==> src/hw/rtl/canonical_cbor_item_stream_parser_assert.svh <==
// Assertion macros shared by the parser RTL.
// Each macro takes a label, a clock, an active-low reset, a trigger and a consequence.
`ifndef CANONICAL_CBOR_ITEM_STREAM_PARSER_ASSERT_SVH
`define CANONICAL_CBOR_ITEM_STREAM_PARSER_ASSERT_SVH

// The consequence must hold in the same cycle as the trigger.
`define CCISP_ASSERT_SAME(label, clk_s, rst_s, trig, cons) \
    label: assert property (@(posedge clk_s) disable iff (!rst_s) (trig) |-> (cons)) \
        else $error("parser check failed");

// The consequence must hold in the cycle after the trigger.
`define CCISP_ASSERT_NEXT(label, clk_s, rst_s, trig, cons) \
    label: assert property (@(posedge clk_s) disable iff (!rst_s) (trig) |=> (cons)) \
        else $error("parser check failed");

`endif

==> src/hw/rtl/ccisp_pkg.sv <==
package ccisp_pkg;

    // Result kinds.
    typedef enum logic [3:0] {
        KIND_NULL       = 4'd0,
        KIND_TRUE       = 4'd1,
        KIND_FALSE      = 4'd2,
        KIND_FLOAT      = 4'd3,
        KIND_BYTES_HEAD = 4'd4,
        KIND_TEXT_HEAD  = 4'd5,
        KIND_ARRAY_HEAD = 4'd6,
        KIND_MAP_HEAD   = 4'd7,
        KIND_PAYLOAD    = 4'd8
    } kind_t;

    // Error codes.
    typedef enum logic [2:0] {
        ERR_NONE  = 3'd0,
        ERR_EOF   = 3'd1,
        ERR_CANON = 3'd2,
        ERR_TAG   = 3'd3,
        ERR_NAN   = 3'd4,
        ERR_UTF8  = 3'd5
    } err_t;

    // Major types that carry a length.
    localparam logic [2:0] MAJOR_BYTES = 3'd2;
    localparam logic [2:0] MAJOR_TEXT  = 3'd3;
    localparam logic [2:0] MAJOR_ARRAY = 3'd4;
    localparam logic [2:0] MAJOR_MAP   = 3'd5;

    // Special head bytes.
    localparam logic [7:0] BYTE_NULL  = 8'hF6;
    localparam logic [7:0] BYTE_TRUE  = 8'hF5;
    localparam logic [7:0] BYTE_FALSE = 8'hF4;
    localparam logic [7:0] BYTE_FLOAT = 8'hFB;

    // Additional information thresholds.
    localparam logic [4:0] ADD_RESERVED_MIN = 5'd28;
    localparam logic [4:0] ADD_FOLLOW_MIN   = 5'd24;

    // Limits for shortest-form arguments.
    localparam logic [63:0] ARG1_MIN_VALID = 64'd23;
    localparam logic [3:0]  FLOAT_BYTES    = 4'd8;
    localparam logic [63:0] CANON_NAN      = 64'h7ff8_0000_0000_0000;

    // UTF-8 states.
    localparam logic [3:0] UTF8_START  = 4'd0;
    localparam logic [3:0] UTF8_DEAD   = 4'd1;
    localparam logic [3:0] UTF8_STATES = 4'd9;

    // UTF-8 transitions, sixteen classes for each state.
    localparam logic [3:0] UTF8_TRANS [0:143] = '{
        4'd0, 4'd1, 4'd2, 4'd3, 4'd5, 4'd8, 4'd7, 4'd1,
        4'd1, 4'd1, 4'd4, 4'd6, 4'd1, 4'd1, 4'd1, 4'd1,
        4'd1, 4'd1, 4'd1, 4'd1, 4'd1, 4'd1, 4'd1, 4'd1,
        4'd1, 4'd1, 4'd1, 4'd1, 4'd1, 4'd1, 4'd1, 4'd1,
        4'd1, 4'd0, 4'd1, 4'd1, 4'd1, 4'd1, 4'd1, 4'd0,
        4'd1, 4'd0, 4'd1, 4'd1, 4'd1, 4'd1, 4'd1, 4'd1,
        4'd1, 4'd2, 4'd1, 4'd1, 4'd1, 4'd1, 4'd1, 4'd2,
        4'd1, 4'd2, 4'd1, 4'd1, 4'd1, 4'd1, 4'd1, 4'd1,
        4'd1, 4'd1, 4'd1, 4'd1, 4'd1, 4'd1, 4'd1, 4'd2,
        4'd1, 4'd1, 4'd1, 4'd1, 4'd1, 4'd1, 4'd1, 4'd1,
        4'd1, 4'd2, 4'd1, 4'd1, 4'd1, 4'd1, 4'd1, 4'd1,
        4'd1, 4'd2, 4'd1, 4'd1, 4'd1, 4'd1, 4'd1, 4'd1,
        4'd1, 4'd1, 4'd1, 4'd1, 4'd1, 4'd1, 4'd1, 4'd3,
        4'd1, 4'd3, 4'd1, 4'd1, 4'd1, 4'd1, 4'd1, 4'd1,
        4'd1, 4'd3, 4'd1, 4'd1, 4'd1, 4'd1, 4'd1, 4'd3,
        4'd1, 4'd3, 4'd1, 4'd1, 4'd1, 4'd1, 4'd1, 4'd1,
        4'd1, 4'd3, 4'd1, 4'd1, 4'd1, 4'd1, 4'd1, 4'd1,
        4'd1, 4'd1, 4'd1, 4'd1, 4'd1, 4'd1, 4'd1, 4'd1
    };

    // Byte class of the UTF-8 automaton.
    function automatic logic [3:0] utf8_class(input logic [7:0] b);
        logic [3:0] cls;
        priority if (b < 8'h80) cls = 4'd0;
        else if (b < 8'h90) cls = 4'd1;
        else if (b < 8'hA0) cls = 4'd9;
        else if (b < 8'hC0) cls = 4'd7;
        else if (b < 8'hC2) cls = 4'd8;
        else if (b < 8'hE0) cls = 4'd2;
        else if (b == 8'hE0) cls = 4'd10;
        else if (b == 8'hED) cls = 4'd4;
        else if (b < 8'hF0) cls = 4'd3;
        else if (b == 8'hF0) cls = 4'd11;
        else if (b < 8'hF4) cls = 4'd6;
        else if (b == 8'hF4) cls = 4'd5;
        else cls = 4'd8;
        return cls;
    endfunction

    // One step of the UTF-8 automaton; unknown states reject.
    function automatic logic [3:0] utf8_next(input logic [3:0] st, input logic [7:0] b);
        logic [3:0] nxt;
        if (st >= UTF8_STATES) nxt = UTF8_DEAD;
        else nxt = UTF8_TRANS[{st, utf8_class(b)}];
        return nxt;
    endfunction

    // Result of one decoding step.
    typedef struct packed {
        logic        valid;
        kind_t       kind;
        logic [63:0] value;
        logic        string_end;
        err_t        error_code;
    } result_t;

endpackage

==> src/hw/rtl/canonical_cbor_item_stream_parser.sv <==
// Channel  Direction  Handshake             Payload
// input    in         in_valid / in_stall   data_byte, end_of_input
// output   out        out_valid / out_stall kind, value, string_end, error_code
//
// One byte is accepted per cycle while in_stall is low; it is held in the input
// register, its result is registered in the result register, and the word then
// leaves from the result register.
// Reset (rst_n low) clears the decoder to the head state and empties both registers.
// out_stall holds the result register; the input register then holds its byte
// and in_stall rises, so throughput follows the output side.
// A byte that gives no result still steps the decoder.
`include "canonical_cbor_item_stream_parser_assert.svh"

module canonical_cbor_item_stream_parser
(
    input  logic        clk,
    input  logic        rst_n,
    input  logic        in_valid,
    output logic        in_stall,
    input  logic [7:0]  data_byte,
    input  logic        end_of_input,
    output logic        out_valid,
    input  logic        out_stall,
    output logic [3:0]  kind,
    output logic [63:0] value,
    output logic        string_end,
    output logic [2:0]  error_code
);

    logic               in_valid_reg, in_valid_next;
    logic [7:0]         byte_reg;
    logic               eoi_reg;
    logic               out_valid_reg, out_valid_next;
    logic [3:0]         kind_reg;
    logic [63:0]        value_reg;
    logic               string_end_reg;
    logic [2:0]         error_code_reg;
    logic               step;
    logic               in_take;
    ccisp_pkg::result_t result;

    // The held word moves on whenever the result register is free or draining.
    assign step     = in_valid_reg && (!out_valid_reg || !out_stall);
    assign in_stall = in_valid_reg && !step;
    assign in_take  = in_valid && !in_stall;

    assign in_valid_next  = in_take || (in_valid_reg && !step);
    assign out_valid_next = step ? result.valid : (out_valid_reg && out_stall);

    ccisp_decode u_decode
    (
        .clk          (clk),
        .rst_n        (rst_n),
        .step         (step),
        .data_byte    (byte_reg),
        .end_of_input (eoi_reg),
        .result       (result)
    );

    // Valid flags of the input and result registers.
    always_ff @(posedge clk or negedge rst_n)
    begin
        if (!rst_n)
        begin
            in_valid_reg  <= 1'b0;
            out_valid_reg <= 1'b0;
        end
        else
        begin
            in_valid_reg  <= in_valid_next;
            out_valid_reg <= out_valid_next;
        end
    end

    // Payload of the input and result registers.
    always_ff @(posedge clk)
    begin
        if (in_take)
        begin
            byte_reg <= data_byte;
            eoi_reg  <= end_of_input;
        end
        if (step && result.valid)
        begin
            kind_reg       <= result.kind;
            value_reg      <= result.value;
            string_end_reg <= result.string_end;
            error_code_reg <= result.error_code;
        end
    end

    assign out_valid  = out_valid_reg;
    assign kind       = kind_reg;
    assign value      = value_reg;
    assign string_end = string_end_reg;
    assign error_code = error_code_reg;

    // Input back-pressure only comes from a stalled result.
    `CCISP_ASSERT_SAME(a_stall_cause, clk, rst_n, in_stall, out_valid && out_stall)
    // An error word carries nothing but its code.
    `CCISP_ASSERT_SAME(a_error_clean, clk, rst_n, out_valid && error_code != ccisp_pkg::ERR_NONE,
                       kind == ccisp_pkg::KIND_NULL && value == 64'd0 && !string_end)
    // String end only marks payload bytes or string heads.
    `CCISP_ASSERT_SAME(a_end_kind, clk, rst_n, out_valid && string_end,
                       kind == ccisp_pkg::KIND_PAYLOAD || kind == ccisp_pkg::KIND_BYTES_HEAD
                       || kind == ccisp_pkg::KIND_TEXT_HEAD)
    // No result appears when nothing was held and nothing was shown.
    `CCISP_ASSERT_NEXT(a_no_spurious, clk, rst_n, !out_valid && !in_valid_reg, !out_valid)

endmodule

==> src/hw/rtl/ccisp_decode.sv <==
// Decoder state and the logic that moves it on by one byte.
module ccisp_decode
(
    input  logic                clk,
    input  logic                rst_n,
    input  logic                step,
    input  logic [7:0]          data_byte,
    input  logic                end_of_input,
    output ccisp_pkg::result_t  result
);

    typedef enum logic [1:0] {
        PH_HEAD    = 2'd0,
        PH_ARG     = 2'd1,
        PH_FLOAT   = 2'd2,
        PH_PAYLOAD = 2'd3
    } phase_t;

    phase_t      phase_reg, phase_next;
    logic [3:0]  left_reg, left_next;
    logic [63:0] acc_reg, acc_next;
    logic [2:0]  major_reg, major_next;
    logic [63:0] remain_reg, remain_next;
    logic [3:0]  utf8_reg, utf8_next_s;
    logic        stopped_reg, stopped_next;
    logic [1:0]  width_reg, width_next;

    logic [63:0]       acc_shift;
    logic [3:0]        left_dec;
    logic [63:0]       remain_dec;
    logic [3:0]        utf8_stepped;
    logic              canon_ok;
    logic              nan_bad;
    logic              hd_done;
    logic [2:0]        hd_major;
    logic [63:0]       hd_arg;
    logic              have;
    ccisp_pkg::kind_t  kind;
    logic [63:0]       value;
    logic              send;
    ccisp_pkg::err_t   err;

    // Shared datapath terms.
    assign acc_shift    = {acc_reg[55:0], data_byte};
    assign left_dec     = (left_reg != 4'd0) ? left_reg - 4'd1 : 4'd0;
    assign remain_dec   = (remain_reg != 64'd0) ? remain_reg - 64'd1 : 64'd0;
    assign utf8_stepped = ccisp_pkg::utf8_next(utf8_reg, data_byte);
    assign nan_bad      = (&acc_shift[62:52]) && (|acc_shift[51:0])
                          && (acc_shift != ccisp_pkg::CANON_NAN);

    // Shortest-form check on a completed argument.
    always_comb
    begin
        unique case (width_reg)
            2'd0: canon_ok = acc_shift > ccisp_pkg::ARG1_MIN_VALID;
            2'd1: canon_ok = |acc_shift[63:8];
            2'd2: canon_ok = |acc_shift[63:16];
            2'd3: canon_ok = |acc_shift[63:32];
            default: canon_ok = 1'b0;
        endcase
    end

    // Next state and result for the byte in hand.
    always_comb
    begin
        phase_next   = phase_reg;
        left_next    = left_reg;
        acc_next     = acc_reg;
        major_next   = major_reg;
        remain_next  = remain_reg;
        utf8_next_s  = utf8_reg;
        stopped_next = stopped_reg;
        width_next   = width_reg;
        have         = 1'b0;
        kind         = ccisp_pkg::KIND_NULL;
        value        = 64'd0;
        send         = 1'b0;
        err          = ccisp_pkg::ERR_NONE;
        hd_done      = 1'b0;
        hd_major     = 3'd0;
        hd_arg       = 64'd0;

        if (!stopped_reg)
        begin
            unique case (phase_reg)
                PH_HEAD:
                begin
                    priority if (data_byte == ccisp_pkg::BYTE_NULL)
                    begin
                        have = 1'b1;
                        kind = ccisp_pkg::KIND_NULL;
                    end
                    else if (data_byte == ccisp_pkg::BYTE_TRUE)
                    begin
                        have = 1'b1;
                        kind = ccisp_pkg::KIND_TRUE;
                    end
                    else if (data_byte == ccisp_pkg::BYTE_FALSE)
                    begin
                        have = 1'b1;
                        kind = ccisp_pkg::KIND_FALSE;
                    end
                    else if (data_byte == ccisp_pkg::BYTE_FLOAT)
                    begin
                        phase_next = PH_FLOAT;
                        left_next  = ccisp_pkg::FLOAT_BYTES;
                        acc_next   = 64'd0;
                    end
                    else if (data_byte[4:0] >= ccisp_pkg::ADD_RESERVED_MIN)
                    begin
                        err = ccisp_pkg::ERR_TAG;
                    end
                    else if (data_byte[4:0] >= ccisp_pkg::ADD_FOLLOW_MIN)
                    begin
                        phase_next = PH_ARG;
                        left_next  = 4'd1 << data_byte[1:0];
                        width_next = data_byte[1:0];
                        acc_next   = 64'd0;
                        major_next = data_byte[7:5];
                    end
                    else
                    begin
                        hd_done  = 1'b1;
                        hd_major = data_byte[7:5];
                        hd_arg   = {59'd0, data_byte[4:0]};
                    end
                end
                PH_ARG, PH_FLOAT:
                begin
                    acc_next  = acc_shift;
                    left_next = left_dec;
                    if (left_dec == 4'd0)
                    begin
                        phase_next = PH_HEAD;
                        if (phase_reg == PH_FLOAT)
                        begin
                            if (nan_bad)
                            begin
                                err = ccisp_pkg::ERR_NAN;
                            end
                            else
                            begin
                                have  = 1'b1;
                                kind  = ccisp_pkg::KIND_FLOAT;
                                value = acc_shift;
                            end
                        end
                        else if (!canon_ok)
                        begin
                            err = ccisp_pkg::ERR_CANON;
                        end
                        else
                        begin
                            hd_done  = 1'b1;
                            hd_major = major_reg;
                            hd_arg   = acc_shift;
                        end
                    end
                end
                PH_PAYLOAD:
                begin
                    if (major_reg == ccisp_pkg::MAJOR_TEXT)
                    begin
                        utf8_next_s = utf8_stepped;
                    end
                    remain_next = remain_dec;
                    if (remain_dec == 64'd0)
                    begin
                        phase_next = PH_HEAD;
                        if (major_reg == ccisp_pkg::MAJOR_TEXT
                            && utf8_stepped != ccisp_pkg::UTF8_START)
                        begin
                            err = ccisp_pkg::ERR_UTF8;
                        end
                        else
                        begin
                            have  = 1'b1;
                            kind  = ccisp_pkg::KIND_PAYLOAD;
                            value = {56'd0, data_byte};
                            send  = 1'b1;
                        end
                    end
                    else
                    begin
                        have  = 1'b1;
                        kind  = ccisp_pkg::KIND_PAYLOAD;
                        value = {56'd0, data_byte};
                    end
                end
                default:
                begin
                    phase_next = PH_HEAD;
                end
            endcase

            // A complete head: only strings, arrays and maps are accepted.
            if (hd_done)
            begin
                phase_next = PH_HEAD;
                if (hd_major < ccisp_pkg::MAJOR_BYTES || hd_major > ccisp_pkg::MAJOR_MAP)
                begin
                    err = ccisp_pkg::ERR_TAG;
                end
                else
                begin
                    have  = 1'b1;
                    kind  = ccisp_pkg::kind_t'({1'b0, hd_major} + 4'd2);
                    value = hd_arg;
                    if (hd_major == ccisp_pkg::MAJOR_BYTES || hd_major == ccisp_pkg::MAJOR_TEXT)
                    begin
                        if (hd_arg == 64'd0)
                        begin
                            send = 1'b1;
                        end
                        else
                        begin
                            phase_next  = PH_PAYLOAD;
                            remain_next = hd_arg;
                            major_next  = hd_major;
                            utf8_next_s = ccisp_pkg::UTF8_START;
                        end
                    end
                end
            end

            // The buffer ends with an item still open.
            if (err == ccisp_pkg::ERR_NONE && end_of_input && phase_next != PH_HEAD)
            begin
                err  = ccisp_pkg::ERR_EOF;
                have = 1'b0;
            end

            if (err != ccisp_pkg::ERR_NONE && !end_of_input)
            begin
                stopped_next = 1'b1;
            end
        end

        // End of input always starts a fresh buffer.
        if (end_of_input)
        begin
            phase_next   = PH_HEAD;
            left_next    = 4'd0;
            acc_next     = 64'd0;
            major_next   = 3'd0;
            remain_next  = 64'd0;
            utf8_next_s  = ccisp_pkg::UTF8_START;
            stopped_next = 1'b0;
            width_next   = 2'd0;
        end

        // An error word carries only its code.
        result.valid      = have || (err != ccisp_pkg::ERR_NONE);
        result.error_code = err;
        if (err != ccisp_pkg::ERR_NONE)
        begin
            result.kind       = ccisp_pkg::KIND_NULL;
            result.value      = 64'd0;
            result.string_end = 1'b0;
        end
        else
        begin
            result.kind       = kind;
            result.value      = value;
            result.string_end = send;
        end
    end

    // Decoder state, moved on once per processed byte.
    always_ff @(posedge clk or negedge rst_n)
    begin
        if (!rst_n)
        begin
            phase_reg   <= PH_HEAD;
            left_reg    <= 4'd0;
            acc_reg     <= 64'd0;
            major_reg   <= 3'd0;
            remain_reg  <= 64'd0;
            utf8_reg    <= ccisp_pkg::UTF8_START;
            stopped_reg <= 1'b0;
            width_reg   <= 2'd0;
        end
        else if (step)
        begin
            phase_reg   <= phase_next;
            left_reg    <= left_next;
            acc_reg     <= acc_next;
            major_reg   <= major_next;
            remain_reg  <= remain_next;
            utf8_reg    <= utf8_next_s;
            stopped_reg <= stopped_next;
            width_reg   <= width_next;
        end
    end

endmodule

==> config.mk <==
export PLATFORM = sky130hd
export DESIGN_NAME = canonical_cbor_item_stream_parser
export DESIGN_NICKNAME = d
export VERILOG_FILES = /design/src/hw/rtl/ccisp_pkg.sv /design/src/hw/rtl/canonical_cbor_item_stream_parser.sv /design/src/hw/rtl/ccisp_decode.sv
export VERILOG_INCLUDE_DIRS = /design/src /design/src/hw/rtl
export SDC_FILE = /design/constraint.sdc
export NUM_CORES = 1
export LEC_CHECK = 0
export BUFFER_PORTS_ARGS = -buffer_cell sky130_fd_sc_hd__buf_2
export CAP_MARGIN = 40
export CORE_ASPECT_RATIO = 0.7
export CORE_MARGIN = 1.5
export CORE_UTILIZATION = 50
export CTS_CLUSTER_DIAMETER = 40
export DETAILED_ROUTE_END_ITERATION = 8
export HOLD_SLACK_MARGIN = 0.1
export PLACE_DENSITY = 0.68
export SLEW_MARGIN = 20
export SYNTH_ARGS = -nofsm -noshare
export SYNTH_HDL_FRONTEND = slang
export SYNTH_SLANG_ARGS = --single-unit
export TNS_END_PERCENT = 1
==> constraint.sdc <==
create_clock -name clk -period 23.4 [get_ports clk]
set_clock_uncertainty 0.05 [all_clocks]
set_input_delay 2.34 -clock clk [delete_from_list [all_inputs] [get_ports clk]]
set_output_delay 2.34 -clock clk [all_outputs]
set_load 0.01 [all_outputs]
Word level (Yosys, flattened, before mapping):

Memory sizes are Yosys's and may differ from the RTL's.
Cells that the tools add are included.

* register bits: 219
* latch bits: 0
* bits in writable memories: 0
* ROM bits: 1024
* bits of input ports: 13
* output and inout port bits: 74
* memories kept: 1

* add/subtract/negate cells: 3
* multipliers: 0
* divide/modulo/power cells: 0
* $lt $le $gt $ge: 15
* eq/ne operators: 28
* shift-type cells: 1
* muxes and demuxes: 183
* bitwise operators: 1
* reductions and logical operators: 46

Memories
* (name not given): words 256, width 4, rd ports 1, clocked after memory_dff 0, wr ports 0, RTL line ccisp_pkg.sv:97 `else nxt = UTF8_TRANS[{st, utf8_class(b)}];`

Operator list (number)
* $mux 64: 22
* $mux 56: 8
* $pmux 64 s2: 2
* $mux 4: 41
* $logic_not 64->1: 2
* $mux 3: 38
* $pmux 56 s2: 1
* $gt 64x5->1 const B: 1
* $lt 8x8->1 const B: 8
* $ne 64x63->1 const B: 1
* $reduce_bool 64->1: 1
* $sub 64x1->64 const B: 1
* $eq 8x8->1 const B: 7
* $mux 2: 28
* $reduce_or 56->1: 1
* $reduce_or 52->1: 1
* $reduce_or 48->1: 1
* $mux 1: 32
* $reduce_or 32->1: 1
* $mux 8: 2
* $ne 2x2->1 const B: 6
* $pmux 4 s3: 1
* $logic_and 1x1->1: 11
* $reduce_and 11->1: 1
* 35 further kinds: 59

Depth between registers and ports, before layout:

Gate-level depths: netlist of run 1.

* depth in word-level cells: 37
* gate-level depth with buffers: 18

Cells and area by module:

A second synthesis of run 1 with hierarchy kept.

* cell total of the unflattened synthesis: 1566
* area total of the unflattened synthesis: 13410.4 µm²

Modules (own cells, without submodules)
* ccisp_decode: times used 1, cells an instance 1474, area an instance 10879.2 µm², sequential area each 3403.3 µm²
* canonical_cbor_item_stream_parser: times used 1, cells an instance 92, area an instance 2531.2 µm², sequential area each 2482.4 µm²

Least setup slack after synthesis of run 1:

Ideal clock, no wire load.

* path kind: reg-to-reg
* start: register u_decode.remain_reg[0]
* end: register error_code_reg[0] (netlist: error_code[0]), enable pin
* library setup time: 521 ps
* arrival time: 7089 ps
* slack: 15740 ps
* stages on the path, launching flop included: 16
* buffers on the path: 2
* period minus slack after synthesis: 7660 ps
* cell sequence: dfrtp_1 clkbuf_1 inv_1 ha_1 buf_2 nor3b_1 nand4_1 nor4_1 xor2_1 or4bb_1 or4_1 nor4_1 a21oi_1 o21ai_1 a2111oi_0 a21boi_1

* cells in the longest elaborated chain, start to end: 17

Ends and longest elaborated chain
* start, declared: RTL line ccisp_decode.sv:23 `logic [63:0] remain_reg, remain_next;`
* start signal, assigned: RTL line ccisp_decode.sv:289 `remain_reg <= remain_next;`
* $sub 64x1->64 or $reduce_bool 64->1 (tied branches): RTL line ccisp_decode.sv:46 `assign remain_dec = (remain_reg != 64'd0) ? remain_reg - 64'd1 : 64'd0;`
* $mux 64 *: RTL line ccisp_decode.sv:46
* $logic_not 64->1 *: RTL line ccisp_decode.sv:167 `if (remain_dec == 64'd0)`
* $mux 3: RTL line ccisp_decode.sv:167
* $pmux 3 s3: RTL line ccisp_decode.sv:85 `unique case (phase_reg)`
* $mux 3: RTL line ccisp_decode.sv:200 `if (hd_major < ccisp_pkg::MAJOR_BYTES || hd_major > ccisp_pkg::MAJOR_MAP)`
* $mux 3: RTL line ccisp_decode.sv:197 `if (hd_done)`
* $mux 3: RTL line ccisp_decode.sv:83 `if (!stopped_reg)`
* $logic_not 3->1: RTL line ccisp_decode.sv:227 `if (err == ccisp_pkg::ERR_NONE && end_of_input && phase_next != PH_HEAD)`
* $logic_and 1x1->1 (2 in a row): RTL line ccisp_decode.sv:227
* $mux 3: RTL line ccisp_decode.sv:227
* $mux 3 (2 in a row): RTL line ccisp_decode.sv:83
* $reduce_bool 3->1: RTL line ccisp_decode.sv:253 `result.valid = have || (err != ccisp_pkg::ERR_NONE);`
* $logic_or 1x1->1 *: RTL line ccisp_decode.sv:253
* $logic_and 1x1->1 *: RTL line canonical_cbor_item_stream_parser.sv:83 `if (step && result.valid)`
* end signal, assigned: RTL line canonical_cbor_item_stream_parser.sv:88 `error_code_reg <= result.error_code;`
* end, declared: RTL line canonical_cbor_item_stream_parser.sv:37 `logic [2:0] error_code_reg;`

Mark *: on every way between the ends. The rest lies on a longest branch, timed or not. The select of a mux whose other input is x is not followed.
A chain may end at the register's enable or synchronous reset.

Worst setup path after layout of run 1:

* start: register u_decode.remain_reg[0]
* end: register value_reg[38] (netlist: value[38]), enable pin

* cells in the longest elaborated chain, start to end: 17

Ends and longest elaborated chain
* $sub 64x1->64 or $reduce_bool 64->1 (tied branches): RTL line ccisp_decode.sv:46
* $mux 64 *: RTL line ccisp_decode.sv:46
* $logic_not 64->1 *: RTL line ccisp_decode.sv:167
* $mux 3: RTL line ccisp_decode.sv:167
* $pmux 3 s3: RTL line ccisp_decode.sv:85
* $mux 3: RTL line ccisp_decode.sv:200
* $mux 3: RTL line ccisp_decode.sv:197
* $mux 3: RTL line ccisp_decode.sv:83
* $logic_not 3->1: RTL line ccisp_decode.sv:227
* $logic_and 1x1->1 (2 in a row): RTL line ccisp_decode.sv:227
* $mux 3: RTL line ccisp_decode.sv:227
* $mux 3 (2 in a row): RTL line ccisp_decode.sv:83
* $reduce_bool 3->1: RTL line ccisp_decode.sv:253
* $logic_or 1x1->1 *: RTL line ccisp_decode.sv:253
* $logic_and 1x1->1 *: RTL line canonical_cbor_item_stream_parser.sv:83
* end signal, assigned: RTL line canonical_cbor_item_stream_parser.sv:86 `value_reg <= result.value;`
* end, declared: RTL line canonical_cbor_item_stream_parser.sv:35 `logic [63:0] value_reg;`

Marked as above.

==> results.json, run 1 <==
{
  "cp-start-kind": "register",
  "slew_headroom": 0.422,
  "clockBufferDepth": 3,
  "cp.required_ns": 23.60,
  "netlist_area_um2": 13200,
  "syn-num-nets": 1509,
  "fillCellCount": 2328,
  "antenna_cells": 0,
  "gp_congestion": 1.06,
  "overflow": 0,
  "synth-warning-count": 0,
  "crit_buf_inv": 5,
  "crit_path_frequent_cell": "nor4_1",
  "vias_per_cell": 6.69,
  "setup_viol": 0,
  "drc": 0,
  "grt_pass1_wl_um": 71400,
  "hp-start": "u_decode.major_reg[2]$_DFFE_PN0P_",
  "final-max-slew-violation-count": 0,
  "final_common_cell": "dfrtp_1",
  "yosys.area_share.simple": 0.262,
  "io_buffers": 86,
  "grtUsageTotal": 0.344,
  "syn_to_final_growth_pct": 12.8,
  "cts_tree": "built",
  "setup_tns_ns": 0,
  "cts_sinks": 219,
  "grt_setup_unrepaired": "false",
  "grt_max_degree": 67,
  "cts-root-buf": "clkbuf_16",
  "r2r_start": "u_decode.remain_reg[0]$_DFFE_PN0P_",
  "cp_slowest_stage_delay_ns": 0.55,
  "outcome": "complete, no violations",
  "post-cts-setup-buffer-count": 0,
  "period_share": 0.251,
  "fmax_mhz": 170,
  "clk_pin_slew_ns": 0.06,
  "hold_viol_final": 0,
  "vias": 12700,
  "postRouteWirelength_um": 47900,
  "synthAdderAreaFrac": 0.00851,
  "yosysSeqAreaShare": 0.445,
  "firstDrtPassIters": 6,
  "nNetsFinal": 1534,
  "synth_edf_count": 81,
  "numCtsBuffers": 29,
  "syn_inst": 1487,
  "maxCapViolations": 0,
  "cp_slowest_cell": "nor4_1",
  "postSynth.asyncResetShare": 0.630,
  "synthMuxAreaShare": 0.00227,
  "path_max_fanout": 61,
  "synthFlopType": "dfrtp_1",
  "ios": 87,
  "mostFrequentLayoutCells": "dfrtp_1, nand2_1, nor2_1, o21ai_0, a21oi_1",
  "die_y_um": 139,
  "die_area_um2": 27500,
  "crit_family": "simple AND/OR/NAND/NOR gates",
  "clk_latency_ns": 0.58,
  "postCtsResizedCells": 0,
  "ctsHoldBuffers": 0,
  "dpl.hpwl_um": 34300,
  "drive_gt1_frac": 0.132,
  "worstMarginPinSlew_ns": 0.863,
  "synth_top_family_by_area": "simple AND/OR/NAND/NOR gates",
  "syn_avg_cell_area_um2": 8.90,
  "drtIter0Drc": 1624,
  "htreeDepth": 1,
  "min_period_ns": 5.88,
  "synth_seq_cells": 219,
  "synth_compound_area_frac": 0.217,
  "fp.dieW_um": 197,
  "synth_cell_types": 82,
  "crit_start": "u_decode.remain_reg[0]$_DFFE_PN0P_",
  "critPathKind": "reg2reg",
  "start_util": 0.512,
  "worstPathArrival_ns": 6.09,
  "rows": 49,
  "hold_class": "reg2reg",
  "end_kind": "register",
  "synth_xor_area_frac": 0.0218,
  "grt_pass1_vias": 11100,
  "core_um2": 25900,
  "grt_antenna_before_repair": 0,
  "postRouteAntennaNets": 0,
  "cp_cell_sequence": "inv_1 > ha_1 > nor3b_1 > clkbuf_2 > nand4_1 > nor4_1 > xor2_1 > or4bb_1 > or4_1 > nor4_1 > a21oi_1 > o21ai_1 > a2111oi_0 > buf_1 > a21boi_4 > buf_4 > buf_16",
  "wire_per_inst_um": 25.3
}
==> final timing paths <==
| path | slack [ns] | end | cells past startpoint |
|---|---|---|---|
| worst max-delay path | 17.52 | value[38]$_SDFFCE_PP0P_ | 17 |
| worst min-delay path | 0.50 | u_decode.major_reg[2]$_DFFE_PN0P_ | 1 |
| worst max register to register | 17.52 | value[38]$_SDFFCE_PP0P_ | 17 |
| worst min register to register | 0.50 | u_decode.major_reg[2]$_DFFE_PN0P_ | 1 |
| max in group asynchronous | 20.44 | u_decode.remain_reg[11]$_DFFE_PN0P_ | 3 |
| min in group asynchronous | 1.71 | u_decode.remain_reg[41]$_DFFE_PN0P_ | 1 |
==> cells by family (layout without fill, tap and decap cells) <==
kind of cell,after synthesis,count (layout)
AO/OA/AOI/OAI,430,430
XOR/XNOR,33,33
adder cells (fa/ha/maj),9,9
buffers and inverters,145,193
flip-flops,219,219
multiplexers,3,3
AND/OR/NAND/NOR,648,648
==> cell type report <==
class	count	area, um^2	area share
flip-flops and latches	219	5890	0.394
inverters	23	86.3	0.00578
clock inverters	21	224	0.0150
well taps	357	447	0.0299
repair buffers	116	721	0.0482
clock buffers	33	741	0.0496
multi-input cells	1123	6830	0.457
==> per-stage QoR <==
step           utilization  instance area (um^2)  std cells  hold WS, ns  worst slack (ns)
2_1_floorplan            -                 13200       1487        0.439             15.74
3_3_place_gp         0.535                 13800       1829        0.471             17.29
3_5_place_dp         0.539                 14000       1834        0.483             17.39
4_1_cts              0.577                 14900       1888        0.495             17.38
5_1_grt              0.577                 14900       1892        0.520             17.27
6_report             0.577                 14900       1892        0.496             17.52
==> Yosys cell counts, drive strengths merged, types with 9 or more instances <==
cell    count  share of area
dfrtp     138           0.26
nand2     129          0.037
nor2      118          0.033
o21ai     116          0.044
clkbuf    106          0.030
a21oi      88          0.033
nor3       87          0.034
a22o       81          0.054
edfxtp     81           0.18
and2       68          0.032
nor4       57          0.030
nand3      46          0.017
a31oi      28          0.014
nand4      27          0.014
inv        23         0.0065
o31ai      18          0.010
xnor2      18          0.012
or4        17         0.0099
buf        16         0.0077
xor2       15         0.0099
or2        14         0.0066
nand3b     13         0.0074
or3        13         0.0061
and3       12         0.0057
nand2b     12         0.0057
a22oi       9         0.0051
ha          9         0.0085
nor3b       9         0.0055
==> routing by layer <==
layer | vias up | share of wire | global-route usage
met2 | 760 | 0.40 | 0.447
met4 | 0 | 0.024 | 0.0884
met5 | - | 0 | 0
met3 | 69 | 0.13 | 0.111
met1 | 6175 | 0.45 | 0.539
li1 | 5660 | - | -
Power of run 1 is left out: the tool's default activity adds up to more than one toggle a clock period on the data nets, which glitch-free logic cannot reach.
==> run 2, diff against run 1 <==
- PLACE_DENSITY: 0.68 -> 0.7
- clock period: 23.4 -> 4.85 ns (I/O delays scaled with it)
==> run 2 against run 1 <==
Against the previous run: critical path depth down 4; first-iteration DRC count up 13%; critical endpoint is now value[57]$_SDFFCE_PP0P_; global-route usage up 0.49 points; cell count up 5.2%; final area up 6.1%; count of clock-buffer cells in the layout up 4; sequential share of layout area down 2.3 points; via count up 4.2%; die area unchanged; setup slack worse by 17 ns; sequential cell count unchanged; core utilization up 3.5 points.
==> results.json, run 2 (synthesis gave the netlist of run 1 again) <==
{
  "maxCapViolations": 0,
  "postRouteAntennaNets": 0,
  "grt_pass1_wl_um": 73500,
  "hold_viol_final": 0,
  "cp.required_ns": 5.23,
  "htreeDepth": 1,
  "grt_pass1_vias": 12200,
  "final_util": 0.613,
  "min_period_ns": 4.69,
  "crit_path_frequent_cell": "and2_1",
  "wire_per_inst_um": 24.3,
  "io_buffers": 86,
  "worstMarginPinSlew_ns": 0.759,
  "overflow": 0,
  "final_common_cell": "dfrtp_1",
  "grt_setup_unrepaired": "false",
  "gp_congestion": 1.05,
  "cts-root-buf": "clkbuf_16",
  "syn_to_final_growth_pct": 19.8,
  "fillCellCount": 2229,
  "drive_gt1_frac": 0.182,
  "whs_path_depth": 3,
  "fmax_mhz": 213,
  "dpl.hpwl_um": 34000,
  "outcome": "complete, no violations",
  "cp_slowest_cell": "or4_1",
  "firstDrtPassIters": 5,
  "whs_ns": 0.168,
  "reg2regPathDepth": 13,
  "fp.dieW_um": 197,
  "cts_tree": "built",
  "grt_antenna_before_repair": 0,
  "die_y_um": 139,
  "numCtsBuffers": 30,
  "cts_sinks": 219,
  "clk_latency_ns": 0.58,
  "die_area_um2": 27500,
  "path_max_fanout": 41,
  "grt_max_degree": 62,
  "start_util": 0.512,
  "grtUsageTotal": 0.349,
  "cp_cell_sequence": "nor2_1 > nand4_4 > or2_1 > or4_1 > and2_1 > nand4_1 > nor4b_2 > a31oi_2 > buf_4 > o31a_1 > nor3b_4 > buf_12 > and2_1",
  "vias": 13200,
  "setup_viol": 0,
  "end_kind": "register",
  "antenna_cells": 0,
  "core_um2": 25900,
  "ios": 87,
  "cp-start-kind": "register",
  "rows": 49,
  "worstPathArrival_ns": 5.07,
  "period_share": 0.966,
  "postRouteWirelength_um": 48300,
  "hold_class": "in2reg",
  "hp-start": "out_stall",
  "crit_start": "u_decode.remain_reg[9]$_DFFE_PN0P_",
  "cp_slowest_stage_delay_ns": 0.60,
  "critPathKind": "reg2reg",
  "clk_pin_slew_ns": 0.06,
  "vias_per_cell": 6.63,
  "drc": 0,
  "clockBufferDepth": 3,
  "nNetsFinal": 1631,
  "mostFrequentLayoutCells": "dfrtp_1, nand2_1, nor2_1, o21ai_0, buf_4",
  "r2r_start": "u_decode.remain_reg[9]$_DFFE_PN0P_",
  "drtIter0Drc": 1843,
  "slew_headroom": 0.489,
  "final-max-slew-violation-count": 0
}
==> run 2: cell types whose count changed in the layout (fill, tap and decap cells not counted), sizes merged <==
cell,delta
dlygate4sd3,+11
inv,+4
clkinv,-9
clkinvlp,+1
buf,+89
bufinv,+2
==> run 2: worst max-delay path, delay by kind of cell, from the launching register on <==
family / cells / cell delay [ns]
compound gates: 2 / 0.51
simple gates: 9 / 3.01
flops: 1 / 0.46
buf+inv: 2 / 0.49
==> run 2: worst paths after layout <==
kind	endpoint	slack (ns)
setup / recovery	value[57]$_SDFFCE_PP0P_	0.16
hold / removal	out_valid$_DFF_PN0_	0.17
setup reg to reg	value[57]$_SDFFCE_PP0P_	0.16
hold reg to reg	u_decode.major_reg[2]$_DFFE_PN0P_	0.50
max in group asynchronous	u_decode.acc_reg[17]$_DFFE_PN0P_	3.23
min in group asynchronous	u_decode.acc_reg[14]$_DFFE_PN0P_	0.38
==> run 2: through the flow <==
stage / worst slack [ns] / TNS, ns / std cells / cell area [um^2]
after global placement: 0.237 / 0 / 1920 / 14600
after detailed placement: 0.175 / 0 / 1922 / 14700
after global routing: 0.00487 / 0 / 1990 / 15900
after floorplan: -0.202 / -14.52 / 1487 / 13300
after CTS: 0.140 / 0 / 1989 / 15800
final: 0.163 / 0 / 1990 / 15900
==> run 2: routing by layer <==
layer / vias to the layer above / GRT usage / part of all wire
met1: 6338 / 0.522 / 0.43
met3: 96 / 0.0786 / 0.12
met5: - / 0 / 0
met2: 920 / 0.501 / 0.42
li1: 5837 / - / -
met4: 0 / 0.104 / 0.030
==> run 2: final cells by class <==
cell class	instances	area, um^2	share of cell area
multi-input cells	1123	6890	0.435
clock buffers	37	798	0.0503
inverters	23	86.3	0.00545
well taps	357	447	0.0282
clock inverters	19	241	0.0152
flip-flops and latches	219	5890	0.371
repair buffers	212	1510	0.0949
==> run 2: timing repair <==
action                                  4_1_cts  5_1_grt
endpoints found under the setup margin        0       70
buffers inserted                              0        1
endpoints found under the hold margin        56        0
resized for setup                             0        4
hold buffers                                 11        0
Power of run 2 is left out for the same reason.
==> run 3, diff against run 2 <==
- SETUP_SLACK_MARGIN: unset -> 0.2
==> run 3 against run 2 <==
Against the previous run: critical endpoint unchanged; global-route usage about the same; largest cell class unchanged; core utilization up 0.31 points; routed wire length up 0.24%.
==> results.json, run 3 (synthesis gave the netlist of run 1 again) <==
{
  "outcome": "complete, no violations",
  "critPathKind": "reg2reg",
  "htreeDepth": 1,
  "vias_per_cell": 6.62,
  "grt_max_degree": 62,
  "cts_tree": "built",
  "grt_pass1_vias": 12200,
  "maxCapViolations": 0,
  "io_buffers": 86,
  "cp_slowest_cell": "or4_1",
  "core_um2": 25900,
  "gp_congestion": 1.05,
  "cp_slowest_stage_delay_ns": 0.61,
  "clockBufferDepth": 3,
  "dpl.hpwl_um": 34000,
  "end_kind": "register",
  "slew_headroom": 0.513,
  "cp-start-kind": "register",
  "die_area_um2": 27500,
  "drc": 0,
  "hold_viol_final": 0,
  "wire_per_inst_um": 24.3,
  "hold_class": "in2reg",
  "cp_cell_sequence": "nor3_1 > nand4_1 > or2_1 > or4_1 > and2_1 > nand4_1 > nor4b_4 > a31oi_2 > buf_4 > o31a_1 > nor3b_4 > buf_12 > and2_1",
  "mostFrequentLayoutCells": "dfrtp_1, nand2_1, nor2_1, o21ai_0, buf_4",
  "die_y_um": 139,
  "cts-root-buf": "clkbuf_16",
  "cp.required_ns": 5.22,
  "cts_sinks": 219,
  "setup_viol": 0,
  "grt_pass1_wl_um": 73500,
  "fmax_mhz": 214,
  "worstPathArrival_ns": 5.05,
  "postRouteAntennaNets": 0,
  "grtUsageTotal": 0.349,
  "antenna_cells": 0,
  "path_max_fanout": 41,
  "final_common_cell": "dfrtp_1",
  "clk_latency_ns": 0.58,
  "rows": 49,
  "firstDrtPassIters": 6,
  "nNetsFinal": 1631,
  "final_util": 0.616,
  "grt_setup_unrepaired": "true",
  "fp.dieW_um": 197,
  "drive_gt1_frac": 0.189,
  "drtIter0Drc": 1779,
  "vias": 13200,
  "min_period_ns": 4.68,
  "worstMarginPinSlew_ns": 0.724,
  "overflow": 0,
  "ios": 87,
  "start_util": 0.512,
  "final-max-slew-violation-count": 0,
  "numCtsBuffers": 30,
  "syn_to_final_growth_pct": 20.4,
  "grt_antenna_before_repair": 0,
  "clk_pin_slew_ns": 0.06,
  "period_share": 0.964,
  "postRouteWirelength_um": 48400
}
[run 3: area by class of cell]
type	instances	area, um^2
flip-flops and latches	219	5890
inverters	23	86.3
fillers	2223	9940
well taps	357	447
multi-input cells	1123	6970
clock inverters	19	241
repair buffers	212	1510
clock buffers	37	798
[run 3: final timing paths]
check | from | endpoint | slack [ns] | cells after the start
hold reg to reg | u_decode.major_reg[2]$_DFFE_PN0P_ | u_decode.major_reg[2]$_DFFE_PN0P_ | 0.50 | 1
max in group asynchronous | rst_n | u_decode.acc_reg[25]$_DFFE_PN0P_ | 3.22 | 3
min in group asynchronous | rst_n | u_decode.acc_reg[45]$_DFFE_PN0P_ | 0.38 | 2
setup / recovery | u_decode.remain_reg[14]$_DFFE_PN0P_ | value[57]$_SDFFCE_PP0P_ | 0.17 | 13
setup reg to reg | u_decode.remain_reg[14]$_DFFE_PN0P_ | value[57]$_SDFFCE_PP0P_ | 0.17 | 13
hold / removal | out_stall | out_valid$_DFF_PN0_ | 0.17 | 3
[run 3: per-stage QoR]
| stage | cells | instance area [um^2] | TNS [ns] | hold slack, ns | setup WS [ns] |
|---|---|---|---|---|---|
| 2_1_floorplan | 1487 | 13300 | -14.52 | 0.139 | -0.202 |
| 3_3_place_gp | 1920 | 14600 | 0 | 0.395 | 0.237 |
| 3_5_place_dp | 1922 | 14700 | 0 | 0.398 | 0.175 |
| 4_1_cts | 1989 | 15800 | 0 | 0.152 | 0.204 |
| 5_1_grt | 1990 | 15900 | 0 | 0.178 | 0.107 |
| 6_report | 1990 | 15900 | 0 | 0.174 | 0.174 |
[run 3: critical path, delay by kind of cell (launching register included)]
| kind | cells | cell delay (ns) |
|---|---|---|
| buf+inv | 2 | 0.48 |
| compound gates | 2 | 0.50 |
| simple gates | 9 | 3.01 |
| flops | 1 | 0.47 |
[run 3: repair_timing]
item / CTS / global route
hold endpoints to repair: 56 / 0
buffers inserted: 0 / 1
endpoints found under the setup margin: 61 / 128
pin swaps: 0 / 3
hold buffers: 11 / 0
gates resized for setup: 1 / 18
[run 3: layer usage]
metal,global-route usage,routed length (um),vias up
li1,-,-,5839
met1,0.523,20900,6346
met2,0.505,20500,880
met3,0.0766,5560,100
met4,0.0988,1390,0
met5,0,0,-
Power of run 3 is left out for the same reason.
